`src/hdl/epc_fifo.sv`:
```
module epc_fifo #(
  parameter int WIDTH = 8,
  parameter int DEPTH = 2
) (
  input  logic             clk,
  input  logic             rst,
  input  logic             push,
  input  logic [WIDTH-1:0] wdata,
  output logic             full,
  input  logic             pop,
  output logic [WIDTH-1:0] rdata,
  output logic             empty
);

  localparam int PW = (DEPTH > 1) ? $clog2(DEPTH) : 1;
  localparam int CW = $clog2(DEPTH + 1);

  logic [WIDTH-1:0] mem [DEPTH];
  logic [PW-1:0]    wptr;
  logic [PW-1:0]    rptr;
  logic [CW-1:0]    count;
  logic             do_push;
  logic             do_pop;

  assign full    = (count == CW'(DEPTH));
  assign empty   = (count == '0);
  assign do_push = push && !full;
  assign do_pop  = pop && !empty;
  assign rdata   = mem[rptr];

  // storage
  always_ff @(posedge clk) begin
    if (do_push) begin
      mem[wptr] <= wdata;
    end
  end

  // pointers and fill count
  always_ff @(posedge clk) begin
    if (rst) begin
      wptr  <= '0;
      rptr  <= '0;
      count <= '0;
    end else begin
      if (do_push) begin
        wptr <= (wptr == PW'(DEPTH - 1)) ? '0 : wptr + 1'b1;
      end
      if (do_pop) begin
        rptr <= (rptr == PW'(DEPTH - 1)) ? '0 : rptr + 1'b1;
      end
      if (do_push && !do_pop) begin
        count <= count + 1'b1;
      end else if (do_pop && !do_push) begin
        count <= count - 1'b1;
      end
    end
  end

endmodule

```
`config.mk`:
```
export PLATFORM = sky130hd
export DESIGN_NAME = epc_fifo
export DESIGN_NICKNAME = d
export VERILOG_FILES = /design/src/hdl/epc_fifo.sv
export SDC_FILE = /design/constraint.sdc
export NUM_CORES = 1
export LEC_CHECK = 0
export BUFFER_PORTS_ARGS = -buffer_cell sky130_fd_sc_hd__buf_2
export CORE_ASPECT_RATIO = 0.6
export CORE_MARGIN = 2
export CORE_UTILIZATION = 25
export CTS_CLUSTER_SIZE = 12
export DETAILED_ROUTE_END_ITERATION = 12
export GPL_TIMING_DRIVEN = 0
export HOLD_SLACK_MARGIN = 0.15
export PLACE_DENSITY = 0.4
export SYNTH_ARGS = -nofsm -noshare
export SYNTH_HDL_FRONTEND = slang
export SYNTH_SLANG_ARGS = --single-unit
```
`constraint.sdc`:
```
create_clock -name clk -period 1.9 [get_ports clk]
set_clock_uncertainty 0.15 [all_clocks]
set_input_delay 0.095 -clock clk [delete_from_list [all_inputs] [get_ports clk]]
set_output_delay 0.095 -clock clk [all_outputs]
set_load 0.005 [all_outputs]
```
# After elaboration in Yosys (flattened, before gate mapping)
# Memory sizes are Yosys's and may differ from the RTL's. A register that Yosys moved wholly into a read port is not among the register bits.
# Cells that the tools add are included.
# word_totals
regBits,4
latchBits,0
mem_bits_rw,16
romBits,0
in_bits,12
out_inout_bits,10
elab_cells,27
n_memories,1
# op_classes
add_sub_neg,4
mul,0
div_mod_pow,0
magnitude_cmp,0
eq_ne,1
shift,0
n_mux,8
n_bitwise,0
n_reduce_logical,10
# mem_list
name,words,word_bits,read_ports,rd_clocked_by_memory_dff,wr,line_no,text
mem,2,8,1,1,1,18,logic [WIDTH-1:0] mem [DEPTH];
# ops
operator,count
1-bit two-way mux,6
1-bit logical AND,4
1-bit logical NOT,4
2-bit two-way mux,2
1-bit adder (second input constant),2
2-bit by 1-bit adder with 2-bit output (second input constant),1
2-bit equality test (second input constant),1
2-bit logical NOT,1
2-bit nonzero test,1
2-bit by 1-bit subtractor with 2-bit output (second input constant),1

# Logic depth before layout (Yosys ltp)
# logic_depth
ltp_word,7
ltp_mapped,6

# Worst setup path before layout
# No wires, ideal clock.
# synth_timing
path_kind,flip-flop to flip-flop
start,reg count[0]
end,reg count[1]
arrival_ns,1.386
required_ns,1.680
slack_ns,0.295
stages_incl_launch_ff,5
path_cell_list,dfxtp_1 o21ai_0 ha_1 or3_1 a21oi_1
# synth_via
elab_chain_len,6
word_cells_on_any_way,15
classes_between,add/sub: 2; eq/ne: 1; mux: 2; reduce/logical: 10
# synth_rtl
element,line_no,text
from (decl),21,logic [CW-1:0] count;
from (signal assigned),52,count <= count + 1'b1;
from (signal assigned),54,count <= count - 1'b1;
2-bit equality test / 2-bit logical NOT (equally long branches),"25, 26",
"1-bit logical NOT, on equally long branches","27, 28",
"1-bit logical AND, on equally long branches","27, 28",
"1-bit logical NOT, on equally long branches","53, 51",
"1-bit logical AND, on equally long branches","53, 51",
2-bit nonzero test (no source line) / 2-bit two-way mux (equally long branches),n/a,
# Several ways; a longest one is shown, not always the timed one. The select of a mux whose other input is x is not followed.
# A chain may end at the register's enable or synchronous reset.

# Worst setup path after layout
# Same ends and word-level chain as after synthesis.

==> summary.md <==
| Metric | Value |
|---|---|
| Net Switching | 349.6 µW |
| Net Sw Frac | between 20% and 30% |
| Slew headroom | 72.92% |
| Root Buffer | clkbuf_8 |
| Final TNS setup | 0 ns |
| Sequential cell fraction of total power | 48.7% |
| Global-route wire length before repair | 2435 µm |
| Multi-input logic area | 200.2 µm² |
| Syn nets | 63 |
| Crit path arrival time | 1.75 ns |
| Gr ovfl total | 0 |
| DRC Markers | 0 |
| Hold Path Stages | 2 |
| MaxCap Viol Count | 0 |
| HP Class | reg -> reg |
| Crit path time final | approximately 1.7 ns |
| Initial antenna violation count | 0 |
| Worst skew pair latency | 0.25 ns |
| Flops & latches, synth | 21 |
| Sequential fraction of the synthesis area | 73.19% |
| Core area | 2947 µm² |
| Filler cells | 313 |
| Die X | 76.72 µm |
| Worst Path Max Fanout | 5 |
| Via count | 498 |
| Iter 0 DRT Violations | 22 |
| Routed wl met3 | about 96 µm |
| RSZ-0062 raised after global routing | false |
| Worst EP required | a little under 2 ns |
| Leakage | 0.0004369 µW |
| Routed vias/inst | 3.891 |
| Initial DRT Pass Iterations | 2 |
| Detail Route Antenna Nets | 0 |
| CTS Buffer Depth | 2 |
| Initial Utilization | between 20% and 30% |
| Fmax achieved | 585.8 MHz |
| N_diodes | 0 |
| Wire per inst | approximately 11 µm |
| Total GRT Usage | a little under a tenth |
| Die Height | 47.64 µm |
| Worst R2R Path Depth | 4 |
| Max IR drop VDD | 406.1 µV |
| Worst setup EP type | flop |
| Layout cells sized above 1 | 39.53% |
| Slew @ Worst Pin | about 0.41 ns |
| CTS sink cnt | 21 |
| CTS buffer count | 3 |
| Post-Syn Area | 793.3 µm² |
| Clock Pin Slew Worst Setup and Hold Paths | 0.07 ns |
| Final #Nets | 100 |
| Setup slack after layout | 0.1930 ns |
| I/O pin count | 22 |
| Clock power frac | 22.1% |
| Vias in the first global route | 501 |
| Routability cong. | 0.6532 |
| Final HPWL DP | a little over 1000 µm |
| Synth unique cells | 13 |
| Ys Warns | 0 |
| Wirelength, routed | 1442 µm |
| Largest net degree at the start of global routing | 12 |
| WL met2 | 609 µm |
| Status | finished, final reports clean |
| CTS tree | done |
| Top Metal Used | met4 |
| Metal-1 WL | 715 µm |
| Layout area overhead | 39.43% |
| H-tree lvl count | 1 |
| PortBufs | 21 |
| Crit start category | flop |
| CTS resizes | 0 |
| Final Power | roughly 1300 µW |
| Final Max Tran Viols | 0 |
| Avg Inst Size Synth | 15.87 µm² |
| FP Rows | 15 |
| Final Hold Vio Count | 0 |
| Final core area utilization | 37.54% |
| Placed cells | 113 |
| Comb pwr share | between 20 and 30% |
| Int Pwr | 933.4 µW |
| DP Worst Slack | 0.2004 ns |
| Die Area | roughly 3700 µm² |
| Final worst path period share | 89.84% |
| PwrDens | between 1000 and 1500 nW/µm² |
| Worst Setup Path Type | reg -> reg |
| Register area | around 580 µm² |
| # setup viols final | 0 |
| Final cell count without fillers | 128 |
| Syn Inst Count | 50 |
repair_timing:
item                                   CTS  global route
endpoints found under the hold margin   21             0
hold buffers                            11             0
setup buffers                            0             0
worst paths after layout:
path / from / end / slack [ns]
setup reg to reg: count[0] / count[1] / 0.19
setup / recovery: count[0] / count[1] / 0.19
hold reg to reg: wptr / wptr / 0.34
hold / removal: wptr / wptr / 0.34
layout make-up:
type                       count  share of cell area, %
tap                           42                  4.751
clock buffer                   4                  4.072
timing repair buffer          32                  19.46
sequential                    21                  52.49
inverter                       2                 0.6787
multi-input combinational     26                  18.10
buffer                         1                 0.4525
through the flow:
stage	instance area, µm²	hold WS (ns)
6_report	1106	0.3426
5_1_grt	1106	0.3945
4_1_cts	1106	0.3428
3_5_place_dp	950.9	0.1390
3_3_place_gp	950.9	0.1333
2_1_floorplan	793.3	0.01407
cells by family (layout without fill, tap and decap cells):
kind of cell | count (synthesis) | in the layout | share of synthesized area, %
AOI/OAI and AO/OA | 5 | 5 | 3.154
xor gates and xnor gates | 3 | 3 | 3.313
adders and majority gates | 1 | 1 | 1.577
buffers and inverters | 3 | 39 | 1.577
DFF | 21 | 21 | 73.19
muxes | 8 | 8 | 11.36
and+or+nand+nor | 9 | 9 | 5.837
flip-flops by register name, summed over array words and instances, names as in the netlist, named ones only:
signal,cells
wptr,1
count,2
mem,16
rptr,1
Yosys cell counts:
cell type | instances | share of area, %
or3_1 | 2 | 1.6
edfxtp_1 | 16 | 61
mux2_2 | 8 | 11
nor2_1 | 5 | 2.4
dfxtp_1 | 5 | 13
inv_1 | 2 | 0.95
and2_1 | 1 | 0.79
xor2_1 | 3 | 3.3
buf_2 | 1 | 0.63
ha_1 | 1 | 1.6
o21ai_0 | 3 | 1.9
nor2b_2 | 1 | 1.1
a21oi_1 | 2 | 1.3
critical path: stages, from the launching register on:
cell	delay (ns)
dfxtp_1	0.37
o21ai_0	0.30
ha_1	0.31
or3_1	0.38
a21oi_1	0.14
placed cells by master (no fill, tap or decap), drive strengths merged:
master,instances
dlygate4sd3,11
xor2,3
clkbuf,4
or3,2
nor2,5
and2,1
dfxtp,5
mux2,8
a21oi,2
nor2b,1
buf,22
o21ai,3
inv,2
edfxtp,16
ha,1
metal layers:
metal | GRT usage, % | vias to the layer above
li1 | - | 253
met1 | 11.76 | 229
met2 | 14.21 | 14
met3 | 4.151 | 2
met4 | 4.364 | 0
met5 | 0 | -
power by group through the flow:
| stage | Sequential [µW] | Clock, µW | Combinational, µW |
|---|---|---|---|
| floorplan | 625 | 0 | 239 |
| global placement | 635 | 0 | 363 |
| global route | 636 | 321 | 439 |
| finish | 625 | 283 | 375 |
| detailed placement | 636 | 0 | 367 |
| CTS | 626 | 298 | 387 |
Note: power is estimated with default switching activity, not from simulation.
