===== config.mk =====
export PLATFORM = sky130hd
export DESIGN_NAME = epc_front
export DESIGN_NICKNAME = d
export VERILOG_FILES = /design/src/hdl/epc_pkg.sv /design/src/hdl/epc_front.sv
export SDC_FILE = /design/constraint.sdc
export NUM_CORES = 2
export LEC_CHECK = 0
export ABC_AREA = 1
export BUFFER_PORTS_ARGS = -buffer_cell sky130_fd_sc_hd__buf_2
export CAP_MARGIN = 20
export CORE_AREA = 2 2 393 395
export CTS_BUF_LIST = sky130_fd_sc_hd__clkbuf_4
export DETAILED_ROUTE_END_ITERATION = 8
export DIE_AREA = 0 0 395 397
export PLACE_DENSITY_LB_ADDON = 0.05
export SLEW_MARGIN = 15
export SYNTH_ARGS = -nofsm -noshare
export SYNTH_HDL_FRONTEND = slang
export SYNTH_SLANG_ARGS = --single-unit

===== constraint.sdc =====
create_clock -name clk -period 16.95 [get_ports clk]
set_input_delay 3.39 -clock clk [delete_from_list [all_inputs] [get_ports clk]]
set_output_delay 3.39 -clock clk [all_outputs]
set_load 0.005 [all_outputs]

===== src/hdl/epc_pkg.sv =====
package epc_pkg;

  // command codes
  typedef enum logic [1:0] {
    CMD_LOOKUP = 2'd0,
    CMD_FILL   = 2'd1,
    CMD_UNLINK = 2'd2,
    CMD_TICK   = 2'd3
  } cmd_t;

  // hash mix constants
  localparam int          HASH_W = 32;
  localparam logic [31:0] MIX_C1 = 32'h9E3779B9;
  localparam logic [31:0] MIX_C2 = 32'h85EBCA6B;
  localparam logic [31:0] MIX_C3 = 32'hC2B2AE35;
  localparam int          MIX_S1 = 16;
  localparam int          MIX_S2 = 13;

  // one command as it travels from front to back
  typedef struct packed {
    cmd_t        cmd;
    logic [31:0] rid;
    logic [31:0] own;
    logic [31:0] key;
    logic [31:0] glo;
    logic [31:0] ghi;
    logic [31:0] fval;
  } work_t;

  // one result transaction
  typedef struct packed {
    logic        hit;
    logic        bypass;
    logic [31:0] value;
  } res_t;

  // one cache entry word
  typedef struct packed {
    logic        valid;
    logic [31:0] stamp;
    logic [31:0] own;
    logic [31:0] key;
    logic [31:0] glo;
    logic [31:0] ghi;
    logic [31:0] result;
  } entry_t;

endpackage


===== src/hdl/epc_front.sv =====
module epc_front #(
  parameter int CACHE_ENTRIES = 128
) (
  input  logic                 clk,
  input  logic                 rst,
  input  logic                 in_valid,
  input  epc_pkg::work_t       in_item,
  output logic                 busy,
  output logic                 q_push,
  input  logic                 q_full,
  output epc_pkg::work_t       q_item,
  output logic [$clog2(CACHE_ENTRIES)-1:0] q_idx
);

  import epc_pkg::*;

  localparam int          IW      = $clog2(CACHE_ENTRIES);
  localparam int          KSH     = 31 + IW;
  localparam logic [IW:0] DIVISOR = (IW + 1)'(CACHE_ENTRIES);
  // floor(2**KSH / CACHE_ENTRIES) fits in 32 bits and underestimates the
  // quotient by at most one, so one compare and subtract finishes the remainder
  localparam logic [31:0] RECIP   = 32'((64'd1 << KSH) / 64'(CACHE_ENTRIES));

  typedef enum logic [3:0] {
    F_IDLE, F_MUL1, F_MUL2, F_MIX, F_FIN, F_RCP, F_QUO, F_SUB, F_RED, F_PUSH
  } fstate_t;

  fstate_t             state;
  work_t               item;
  logic [31:0]         prod;
  logic [31:0]         h;
  logic [IW-1:0]       rem;
  logic [31:0]         mixed;
  logic [2*HASH_W-1:0] wide;
  logic [31:0]         quot;
  logic [31:0]         qn;
  logic [IW:0]         diff;

  assign busy   = (state != F_IDLE);
  assign q_push = (state == F_PUSH) && !q_full;
  assign q_item = item;
  assign q_idx  = rem;

  // mix shift and estimated quotient
  assign mixed = h ^ (h >> MIX_S1);
  assign quot  = 32'(wide >> KSH);

  // hash and index sequencer
  always_ff @(posedge clk) begin
    if (rst) begin
      state <= F_IDLE;
    end else begin
      case (state)
        F_IDLE: begin
          if (in_valid) begin
            item  <= in_item;
            state <= F_MUL1;
          end
        end
        F_MUL1: begin
          prod  <= item.glo * MIX_C1;
          state <= F_MUL2;
        end
        F_MUL2: begin
          h     <= item.key ^ prod ^ (item.ghi * MIX_C2);
          state <= F_MIX;
        end
        F_MIX: begin
          h     <= mixed * MIX_C3;
          state <= F_FIN;
        end
        F_FIN: begin
          h     <= h ^ (h >> MIX_S2);
          state <= F_RCP;
        end
        F_RCP: begin
          wide  <= (2 * HASH_W)'(h) * (2 * HASH_W)'(RECIP);
          state <= F_QUO;
        end
        F_QUO: begin
          qn    <= quot * 32'(CACHE_ENTRIES);
          state <= F_SUB;
        end
        F_SUB: begin
          diff  <= (IW + 1)'(h - qn);
          state <= F_RED;
        end
        F_RED: begin
          if (diff >= DIVISOR) begin
            rem <= IW'(diff - DIVISOR);
          end else begin
            rem <= diff[IW-1:0];
          end
          state <= F_PUSH;
        end
        F_PUSH: begin
          if (!q_full) begin
            state <= F_IDLE;
          end
        end
        default: begin
          state <= F_IDLE;
        end
      endcase
    end
  end

endmodule


After elaboration in Yosys (flattened, before gate mapping). Index checks and enable logic that the tools add are counted.

Flip-flop bits (word level): 286. Input port bits: 198. Output and inout port bits: 203. Word-level logic and storage cells: 54.

Add/sub/neg operators: 2. Multipliers: 3. $lt $le $gt $ge: 1. Equality and inequality tests: 11. Mux-type cells: 5. Bitwise operators: 5. Reductions and logical operators: 13.

Operators by type and width (count): $pmux 32 s3 (1); $mul 32x32->32 const B (2); $xor 32x32->32 (2); $pmux 4 s10 (1); $mul 32x31->32 const B (1); $xor 32x16->32 (1); $xor 32x19->32 (1); $eq 4x3->1 const B (4); $reduce_and 2->1 (7); $eq 4x2->1 const B (2); $eq 4x4->1 const B (2); $ge 8x8->1 const B (1); $mux 4 (2); $sub 8x8->8 (1); $mux 7 (1); $sub 7x1->7 const B (1); $eq 4x1->1 const B (1); $logic_not 4->1 (1); $ne 2x2->1 const B (2); $reduce_bool 4->1 (1); $reduce_and 3->1 (1); $reduce_bool 3->1 (1); $logic_and 1x1->1 (1); $logic_not 1->1 (1); $not 1->1 (1).

Longest topological paths before layout.
Depth in word-level cells: 3. Depth in mapped cells: 31. Gate-level depth less buffers: 31.

Worst setup path after synthesis. OpenSTA, ideal clock, no wires.

Path kind: input to register. From: in rst. To: reg item, in the netlist q_item[0], enable pin. Library setup time: 752 ps. Arrival: 11516 ps. Data required time: 16198 ps. Setup slack: 4683 ps. Stages on the path: 3. Buffers on the path: 0. Cell sequence: inv_1 -> nand2_1 -> nor2_1.

Cells in the longest elaborated chain, start to end: 2.

RTL lines: from (decl) (RTL line epc_front.sv:5) `input logic rst,`; $not 1->1 (no source line); $reduce_and 3->1 (no source line); to (signal assigned) (RTL line epc_front.sv:56) `item <= in_item;`; to (decl) (RTL line epc_front.sv:29) `work_t item;`.

Every way passes these cells. A chain may end at the register's enable or synchronous reset.

Worst setup path in the final report.
From: reg h[20]. To: reg h[27], data pin.

Cells in the longest elaborated chain, start to end: 3.

RTL lines: from (decl) (RTL line epc_front.sv:31) `logic [31:0] h;`; from (signal assigned) (RTL line epc_front.sv:65) `h <= item.key ^ prod ^ (item.ghi * MIX_C2);`; from (signal assigned) (RTL line epc_front.sv:69) `h <= mixed * MIX_C3;`; from (signal assigned) (RTL line epc_front.sv:73) `h <= h ^ (h >> MIX_S2);`; $xor 32x16->32 (RTL line epc_front.sv:45) `assign mixed = h ^ (h >> MIX_S1);`; $mul 32x31->32 (RTL line epc_front.sv:69); $pmux 32 s3 (RTL line epc_front.sv:53) `case (state)`.

Every way passes these cells.

==> results list <==
- The flow ran to the end, and the final reports show no timing, DRC or antenna violations.
* CTS clk-pin slew, worst paths: 60 ps
- Count of antenna-violating nets left after detailed routing: 0
- Counting flops and latches in the post-synthesis netlist gives about 280.
* Cell at the root of the clock tree: sky130_fd_sc_hd__clkbuf_4
- Top cells by area, synth: sky130_fd_sc_hd__fa_1 (33%), sky130_fd_sc_hd__edfxtp_1 (22%), sky130_fd_sc_hd__ha_1 (19%)
* Total of hold buffers inserted after clock tree synthesis: 0
* Synth Area in Adders: ~52%
- Number of DRC violations after detailed-routing iteration 0: between 1000 and 1500
* Signal arrival time at the worst endpoint: between 8000 and 9000 ps
- Largest stage delay on the critical path: 890 ps
- The number of cells on the worst reg-to-reg path is 23.
* Post-Place Setup Slack: approximately 9500 ps
* Critical path type: reg -> reg
- The smallest clock period supported by the final layout is computed as about 7500 ps.
- Counting flops with a built-in enable in the synthesized netlist gives about 270.
- In this design, the critical path's most frequently occurring cell is sky130_fd_sc_hd__fa_1.
- Entering global routing, the biggest net connects approximately 110 pins.
* Post-synthesis cell type with the largest combined area: sky130_fd_sc_hd__fa_1
- Measured against its own limit, the worst slew margin works out to 28.9%.
* Final non-filler cell area: between 0.04 and 0.05 mm²
* Setup slack, reg-to-reg: between 9000 and 10000 ps
- Summing all placed instances gives a cell area of ~0.043 mm².
* Worst-path cell chain: xnor2_1 > nor2_1 > inv_1 > nand2_1 > fa_1 > fa_1 > inv_1 > fa_1 > fa_1 > ha_1 > fa_1 > inv_1 > fa_1 > inv_1 > ha_1 > a21oi_1 > o21ai_1 > a21oi_1 > nand3_1 > a21o_1 > or2_1 > nand3_1 > nand2_1
* Number of hold violations in the final report: 0
* Initial core utilization: between 20 and 25%
- The number of gates resized after CTS was 0.
* Post-CTS setup buffer count: 0
* Critical path startpoint category: flop
- Dividing the detail-routed wire length by the instance count gives about 22 µm.
* Timing-limited maximum frequency: between 0.1 and 0.15 GHz
- Number of max-slew violations in the final report: 0
- Half-perimeter wire length after detailed placement: ~120000 µm
* Unrepaired setup endpoints after global routing: no
- Part of the cycle the worst path needs: about 44%
- Cell count of the worst hold path: 0
- Antenna violations before repair: 11
* Synth top area share: between 30% and 40%
- The number of nets handed over by synthesis was approximately 5000.
- Total iterations of the first detailed-routing run: 5
- In this run the standard cell core region covers 0.153 mm².
- Count of synthesis-stage warnings from yosys: 0
- Hold Path Origin: diff[0]
- Final-stage net count: between 5000 and 6000
- Highest fanout seen on the critical path: 8
- In the routed design, unresolved DRC markers number 0.
- Global-route wire length before repair: between 150000 and 200000 µm
* Slew @ Worst Pin: 1060 ps
- Setup TNS: 0 ps
- CTS built an H-tree with a depth of 3.
- Mux share of post-synthesis cell area: 0%
- between 400 and 500 I/O pins were placed.
- Across all layers, the routed design uses ~25000 vias.
* Fraction of the yosys area taken by sequential cells: a little over a fifth
* Clock Sink Count: roughly 280
- The floorplan has approximately 140 rows.
- The tightest min-delay check is of the reg -> reg type.
* Slowest cell on crit path: sky130_fd_sc_hd__xnor2_1
- Terminus of the critical flop-to-flop path: h[27]
- TritonCTS built the clock tree.
* Buffer levels on the longest clock path: 3
* Per-cell via count in the routed design: 4.06
- Worst Clk Skew: ~85 ps
* Inserted Clock Buffers: a little under 90
- Setup violations, final: 0
* Grt ovf: 0
* Hold-critical path endpoint: q_idx[0]
- The synthesized netlist devotes under 10% of its cell area to compound gates.
- The count of buffers added on input and output ports is 400.
* P&R area growth vs syn: 15.3%
- In this run the vertical extent of the chip is between 300 and 400 µm.
- Gate Count Post-Synth: about 3600
* Insertion delay to the later sink of the worst-skew pair: between 900 and 1000 ps
- In the global route stage, overall resource usage came out at 17.5%.
- DIE AREA: about 0.16 mm²
- Synth cell count leaders: sky130_fd_sc_hd__inv_1 (1072), sky130_fd_sc_hd__fa_1 (620), sky130_fd_sc_hd__ha_1 (576), sky130_fd_sc_hd__nand2_1 (353), sky130_fd_sc_hd__edfxtp_1 (272)
* Critical path endpoint category: flop
- Fraction of layout instances using a drive strength above 1: around 15%
- Mapped Area: between 0.03 and 0.04 mm²
- The netlist uses 52 different library cells.
- Largest family of logic cells by synthesized area: adder cells
- Vias in the first global route: 28200
- STA puts the critical path data required time at 17660 ps.
* Die Width: slightly below 400 µm
- Final hold analysis gives a worst-case slack of ~430 ps.
- Of the total synthesized cell area, the portion taken by XOR and XNOR cells is 4.76%.
* Placer's final routability congestion estimate: 0.856
- A synthesized cell averages ~10 µm².
* Top-count cell post-synth: sky130_fd_sc_hd__inv_1
* Share of synthesized cell area in and, or, nand and nor gates: between 7 and 8%
* Ys flop type: sky130_fd_sc_hd__edfxtp_1
- After layout, the worst setup slack is around 9500 ps.
- Async set or reset register ratio after synthesis: 0%
- Crit Reg-Reg Startpoint: h[20]
* Total wirelength of the detailed-routed design: between 100000 and 150000 µm
* Max-cap violations: 0
==> cells by family after synthesis <==
kind of cell / after synthesis
buffers and inverters: 1084
DFF: 276
and+or+nand+nor: 613
adders and majority gates: 1196
AOI/OAI and AO/OA: 242
xor gates and xnor gates: 206
==> worst max-delay path by stage <==
stage          startpoint         to  cells after the start
2_1_floorplan         rst  q_item[0]                      3
3_3_place_gp        h[20]      h[27]                     23
3_5_place_dp        h[20]      h[27]                     23
4_1_cts             h[29]      h[30]                     22
5_1_grt             h[20]      h[30]                     26
6_report            h[20]      h[27]                     23
==> cells in the final DEF, fill, tap and decap left out, drive strengths merged, types with 83 or more instances in the layout <==
cell type  instances
xor2              96
xnor2            110
clkbuf           122
nand3            103
buf              415
nor2              83
a21oi            109
inv             1080
edfxtp           272
nand2            360
ha               576
fa               620
==> through the flow <==
stage	cells	utilization, %
CTS	6215	28.5
detailed placement	6068	27.8
global route	6221	28.6
finish	6221	28.6
global placement	6068	27.8
floorplan	3617	-
==> critical path: cells and delay by family, from the launching register on <==
family / cells / cell delay [ps]
adder cells (fa/ha/maj): 8 / 3690
XOR/XNOR: 1 / 890
AO/OA/AOI/OAI: 4 / 840
buffers and inverters: 4 / 350
AND/OR/NAND/NOR: 6 / 860
flip-flops: 1 / 600
==> per-layer routing <==
metal	vias to the layer above	global-route usage, %	wire length (µm)
li1	12200	-	-
met1	12500	24.2	64300
met2	471	28.6	62800
met3	113	3.60	6050
met4	20	2.43	1470
met5	-	0	125
==> registers in the layout, indices dropped and copies added, names as in the netlist <==
| name | flops |
|---|---|
| q_idx | 7 |
| prod | 32 |
| q_item | 194 |
| diff | 7 |
| h | 32 |
| state | 4 |
==> cell type report <==
cell class                 instances  area, µm²
antenna                            4       10.0
clock buffer                     122        916
clock inverter                    25        164
fill                           16300     109000
inverter                        1078       4050
multi-input combinational       2257      25600
sequential                       276       8250
tap                             2044       2560
timing repair buffer             415       2150
Power is not shown: default switching activity piles up to over one toggle a cycle in this logic, so the estimate is an artifact.
